$ cat src/sme_pkg.sv
// Package for the stack machine execute unit: opcodes, status codes, FSM states,
// controller/datapath command and status structs. No dependencies.
package sme_pkg;

  localparam int unsigned StackDepthDef = 256;
  localparam int unsigned DataW = 32;
  localparam int unsigned IpW = 16;
  localparam int unsigned IpStep = 3;

  typedef enum logic [3:0] {
    OP_PUSH  = 4'd0,
    OP_POP   = 4'd1,
    OP_ADD   = 4'd2,
    OP_SUB   = 4'd3,
    OP_MUL   = 4'd4,
    OP_DIV   = 4'd5,
    OP_DUP   = 4'd6,
    OP_JMP   = 4'd7,
    OP_JZ    = 4'd8,
    OP_JNZ   = 4'd9,
    OP_SHOW  = 4'd10,
    OP_SWAP  = 4'd11,
    OP_EQ    = 4'd12,
    OP_LT    = 4'd13,
    OP_NOP14 = 4'd14,
    OP_NOP15 = 4'd15
  } opcode_t;

  typedef enum logic [2:0] {
    ST_OK    = 3'd0,
    ST_UNDER = 3'd1,
    ST_OVER  = 3'd2,
    ST_DIVZ  = 3'd3,
    ST_JUMP  = 3'd4
  } status_t;

  typedef enum logic [2:0] {
    S_IDLE,   // wait for start
    S_RD1,    // first stack read issued
    S_RD2,    // second stack read issued
    S_EXEC,   // operands present, compute and write
    S_DIV,    // iterative divide running
    S_WR2,    // second write (swap)
    S_DONE    // present result
  } state_t;

  // controller -> datapath
  typedef struct packed {
    logic capture;   // latch input item
    logic rd_top;    // read entry sp-1
    logic rd_next;   // read entry sp-2
    logic lat_b;     // capture read data as b
    logic lat_a;     // capture read data as a
    logic exec;      // compute result and first write
    logic div_go;    // start divider
    logic wr2;       // swap second write
    logic finish;    // drive result strobe
  } ctl_t;

  // datapath -> controller
  typedef struct packed {
    logic div_done;
    logic div_zero;  // latched top operand is zero
  } sts_t;

endpackage

$ cat src/sme_ctrl.sv
// Controller FSM for the stack machine execute unit.
// Depends on sme_pkg.
module sme_ctrl import sme_pkg::*; (
  input  logic     clk,
  input  logic     rst_n,
  input  logic     start,
  input  logic [3:0] op,
  input  logic     need_two,   // op reads two operands
  input  logic     sts_ok,     // no early error
  input  sts_t     sts,
  output ctl_t     ctl,
  output logic     busy
);

  state_t state_r, state_nxt;

  always_ff @(posedge clk) begin
    if (!rst_n) begin
      state_r <= S_IDLE;
    end else begin
      state_r <= state_nxt;
    end
  end

  // next state
  always_comb begin
    state_nxt = state_r;
    case (state_r)
      S_IDLE: if (start) state_nxt = S_RD1;
      S_RD1: begin
        if (sts_ok && need_two) state_nxt = S_RD2;
        else state_nxt = S_EXEC;
      end
      S_RD2: state_nxt = S_EXEC;
      S_EXEC: begin
        if (op == OP_DIV && sts_ok && !sts.div_zero) state_nxt = S_DIV;
        else if (op == OP_SWAP && sts_ok) state_nxt = S_WR2;
        else state_nxt = S_DONE;
      end
      S_DIV: if (sts.div_done) state_nxt = S_DONE;
      S_WR2: state_nxt = S_DONE;
      S_DONE: state_nxt = S_IDLE;
      default: state_nxt = S_IDLE;
    endcase
  end

  // outputs
  always_comb begin
    ctl = '0;
    busy = (state_r != S_IDLE);
    case (state_r)
      S_IDLE: ctl.capture = start;
      S_RD1: begin
        ctl.lat_b = 1'b1;
        ctl.rd_next = 1'b1;
      end
      S_RD2: ctl.lat_a = 1'b1;
      S_EXEC: begin
        ctl.exec = 1'b1;
        ctl.div_go = (op == OP_DIV) && sts_ok && !sts.div_zero;
      end
      S_DIV: ;
      S_WR2: ctl.wr2 = 1'b1;
      S_DONE: ctl.finish = 1'b1;
      default: ;
    endcase
    ctl.rd_top = ctl.capture;
  end

endmodule

$ cat config.mk
export PLATFORM = sky130hd
export DESIGN_NAME = sme_ctrl
export DESIGN_NICKNAME = d
export VERILOG_FILES = /design/src/sme_pkg.sv /design/src/sme_ctrl.sv
export SDC_FILE = /design/constraint.sdc
export NUM_CORES = 1
export LEC_CHECK = 0
export BUFFER_PORTS_ARGS = -buffer_cell sky130_fd_sc_hd__buf_4
export CORE_AREA = 4 4 41 43
export CTS_CLUSTER_DIAMETER = 80
export DETAILED_ROUTE_END_ITERATION = 8
export DIE_AREA = 0 0 45 47
export PLACE_DENSITY_LB_ADDON = 0.12
export REMOVE_ABC_BUFFERS = 1
export SLEW_MARGIN = 20
export SYNTH_ARGS = -nofsm -noshare
export SYNTH_HDL_FRONTEND = slang
export SYNTH_SLANG_ARGS = --single-unit
export TNS_END_PERCENT = 10
$ cat constraint.sdc
create_clock -name clk -period 1.9 [get_ports clk]
set_clock_uncertainty 0.1 [all_clocks]
set_input_delay 0.38 -clock clk [delete_from_list [all_inputs] [get_ports clk]]
set_output_delay 0.38 -clock clk [all_outputs]
set_load 0.03 [all_outputs]
After elaboration in Yosys (flattened, before gate mapping)
Cells that the tools add are included.
{"block": "word_totals", "regBits": 3, "input_bits": 11, "out_inout_bits": 10}
{"block": "classes", "n_eq_ne": 10, "n_mux": 12, "reduce_logical": 8}
{"operator": "case mux 3 bit (6 select lines)", "count": 1}
{"operator": "equality test 3 bit (second input constant)", "count": 3}
{"operator": "2-to-1 mux 2 bit", "count": 4}
{"operator": "equality test 3 x 2 -> 1 bit (second input constant)", "count": 2}
{"operator": "2-to-1 mux 3 bit", "count": 2}
{"operator": "2-to-1 mux 1 bit", "count": 5}
{"operator": "equality test 4 x 3 -> 1 bit (second input constant)", "count": 1}
{"operator": "equality test 4 bit (second input constant)", "count": 1}
{"operator": "logical AND 1 bit", "count": 4}
{"operator": "!= test 2 bit (second input constant)", "count": 2}
{"operator": "equality test 3 x 1 -> 1 bit (second input constant)", "count": 1}
{"operator": "zero test 3 bit", "count": 1}
{"operator": "nonzero test 3 bit", "count": 1}
{"operator": "AND reduction 2 bit", "count": 1}
{"operator": "zero test 1 bit", "count": 1}

Logic depth before layout (Yosys ltp)
{"block": "logic_depth", "word_depth": 5, "depth_mapped": 4, "depth_no_buf": 3}

Worst setup path before layout
No wires, ideal clock.
{"block": "synth_path", "path_kind": "register to output", "startpoint": "reg state_r[0]", "endpoint": "out ctl[8] in the netlist's numbering", "t_arrival_ns": 1.652, "setup_slack_ns": -0.232, "stages_incl_launch_ff": 4, "path_buffers": 1, "path_cell_list": "dfxtp_1 > or3_1 > nor2_1 > buf_4"}
{"item": "start: declaration", "line_no": "sme_ctrl.sv:15", "rtl": "state_t state_r, state_nxt;"}
{"item": "start signal: assignment", "line_no": "sme_ctrl.sv:21", "rtl": "state_r <= state_nxt;"}
{"item": "end: declaration", "line_no": "sme_ctrl.sv:11", "rtl": "output ctl_t ctl,"}

==> metrics.txt <==
slowest cell on the critical path=or3_1; routed vias/inst=4.31; Largest register FFs=3; Cell Area, Placed=400 µm²; Max stage delay on crit path=just over 0.4 ns; internal reg-to-reg setup slack=around 0.73 ns; reg2reg path depth=3; Post-synth EDFFs=0; Fmax achieved=554 MHz; fillcell total=between 100 and 150; clock sink count=3; post-CTS sizing=0; die area=around 2100 µm²; TritonCTS Buffers=3; Mean Syn Cell Area=between 8 and 9 µm²; Post-Synth XOR/XNOR Area=0; Synth Area in Compound Gates=0.141; Mapped Cells=31; Critical Path Source Type=flop; CTS H-tree depth=1; Boundary Pins=21; Synth warnings=0; Clock Latency Late Sink=0.23 ns; Area contributors post-synth=dfxtp_1 (23%), nor3b_2 (9.7%), nand4b_1 (6.8%); Reg with most FFs=state_r; post-synthesis simple-gate area fraction=0.481; routed wire length=749 µm; Yosys top cell area share=0.233; Starting Density=0.198; biggest regs=state_r x3; Required @ worst endpoint=roughly 1.4 ns; Crit Reg-Reg Endpoint=state_r[1]$_SDFFE_PN0P_; CTS clk-pin slew, worst paths=0.04 ns; initial DRC count=4; Slew Viols, Final=0; register area share after synthesis=0.233; Cell Area, Synth=258 µm²; number of synthesized register bits=3; first-pass GRT wire length=1.19 mm; DRC viols=0; final hold violation count=0; CP cell instances=or3_1, nor2_1, buf_4; pre-CTS setup slack=roughly 0.26 ns; Main synth FF type=dfxtp_1; Vias=289; endpoints failing setup=0; synth-to-layout area growth=65.5%; core area=1300 µm²; placed cell count=63; die span in x=45 µm; WL/cell=11.2 µm; initial antenna violation count=0; fin crit period=1.80 ns; end of the critical path=ctl[7]; Worst Setup Path Type=reg -> out; clk buf depth=2; slack of the critical path=0.0952 ns; largest net degree at the start of global routing=11; Leak=0.204 nW; share of layout cells above drive strength 1=0.519; mux cell area share after synthesis=0; Root Driver=clkbuf_4; PwrDens=1350 nW/µm²; Hold Buf Count CTS=0; num rows=13; min-delay worst type=in -> reg; Setup TNS=0 ns; Synth cell types=22; First-pass DRT Iterations=2; critical path endpoint category=primary output; fraction of registers with async set or reset after synthesis=0; Buf+Inv Stages, Crit Path=1; maximum VDD drop=0.408 mV; CP max FO=8; CTS tree=built; hold_ws=around 0.29 ns; post-layout instance area=427 µm²; Setup Fix Bufs, Post-CTS=0; ANT nets after route=0; max_slew headroom=0.792; main combinational cell family by area after synthesis=simple AND/OR/NAND/NOR gates; Worst Tran Pin Value=0.312 ns; Total GRT Usage=0.0781; Final Non-Filler Cells=67; # diodes=0; total power=0.575 mW; RSZ-0062 raised after global routing=false; max cap viols=0; CP Depth=3; WP data arrival=1.32 ns; Final Util=0.328; vias in the first global route=295; area leader, netlist=dfxtp_1; die height=between 40 and 50 µm; IO Port Bufs=20; Placer Congestion=0.687; dpl hpwl=around 600 µm; family with the most delay on the worst path=simple AND/OR/NAND/NOR gates; FF-to-FF Start=state_r[2]$_SDFFE_PN0P_; crit share post-route=0.950; GRT Residual Overflow=0; crit path from=state_r[0]$_SDFFE_PN0P_; Synth top cells by count=dfxtp_1 (3), nor2_1 (3); run status=finished, final reports clean; post-synthesis adder-cell area fraction=0; Nets=64
## layout make-up
| type | instances | area (µm²) | area share |
|---|---|---|---|
| multi-input cells | 22 | 160 | 0.375 |
| flip-flops and latches | 3 | 60.1 | 0.141 |
| clock buffers | 4 | 26.3 | 0.0616 |
| repair buffers | 20 | 150 | 0.352 |
| inverters | 3 | 11.3 | 0.0264 |
| well taps | 15 | 18.8 | 0.0440 |
## worst min path at each step
stage	from	end	depth (start not counted)
finish	rst_n	state_r[1]$_SDFFE_PN0P_	2
global route	rst_n	state_r[1]$_SDFFE_PN0P_	2
CTS	rst_n	state_r[1]$_SDFFE_PN0P_	2
detailed placement	state_r[0]$_SDFFE_PN0P_	state_r[0]$_SDFFE_PN0P_	1
global placement	state_r[0]$_SDFFE_PN0P_	state_r[0]$_SDFFE_PN0P_	1
floorplan	rst_n	state_r[1]$_SDFFE_PN0P_	1
## cells in the final DEF, fill, tap and decap left out, types with 2 or more instances in the layout
master     n
buf_4     20
inv_1      2
nand4b_1   2
nor3b_2    2
or3_1      2
dfxtp_1    3
clkbuf_4   3
nor2_1     3
## per-layer routing
| layer | track usage | vias up | part of all wire |
|---|---|---|---|
| li1 | - | 153 | - |
| met1 | 0.0952 | 124 | 0.42 |
| met2 | 0.121 | 12 | 0.48 |
| met3 | 0.0192 | 0 | 0.099 |
| met4 | 0.0526 | 0 | 0 |
| met5 | 0 | - | 0 |
## worst reg2reg max path: stages, from the launching register on
cell      delay (ns)
dfxtp_1         0.49
nor3b_2         0.09
o21bai_1        0.17
a32o_1          0.21
## logic make-up after synthesis
kind of cell | count (synthesis)
flops | 3
buf+inv | 6
compound gates | 5
simple gates | 17
## where the power goes
part	switching, mW	internal, mW
sequential	0.0460	0.0845
combinational	0.195	0.142
clock	0.0296	0.0785
total	0.270	0.305
Note: power is estimated with default switching activity, not from simulation.
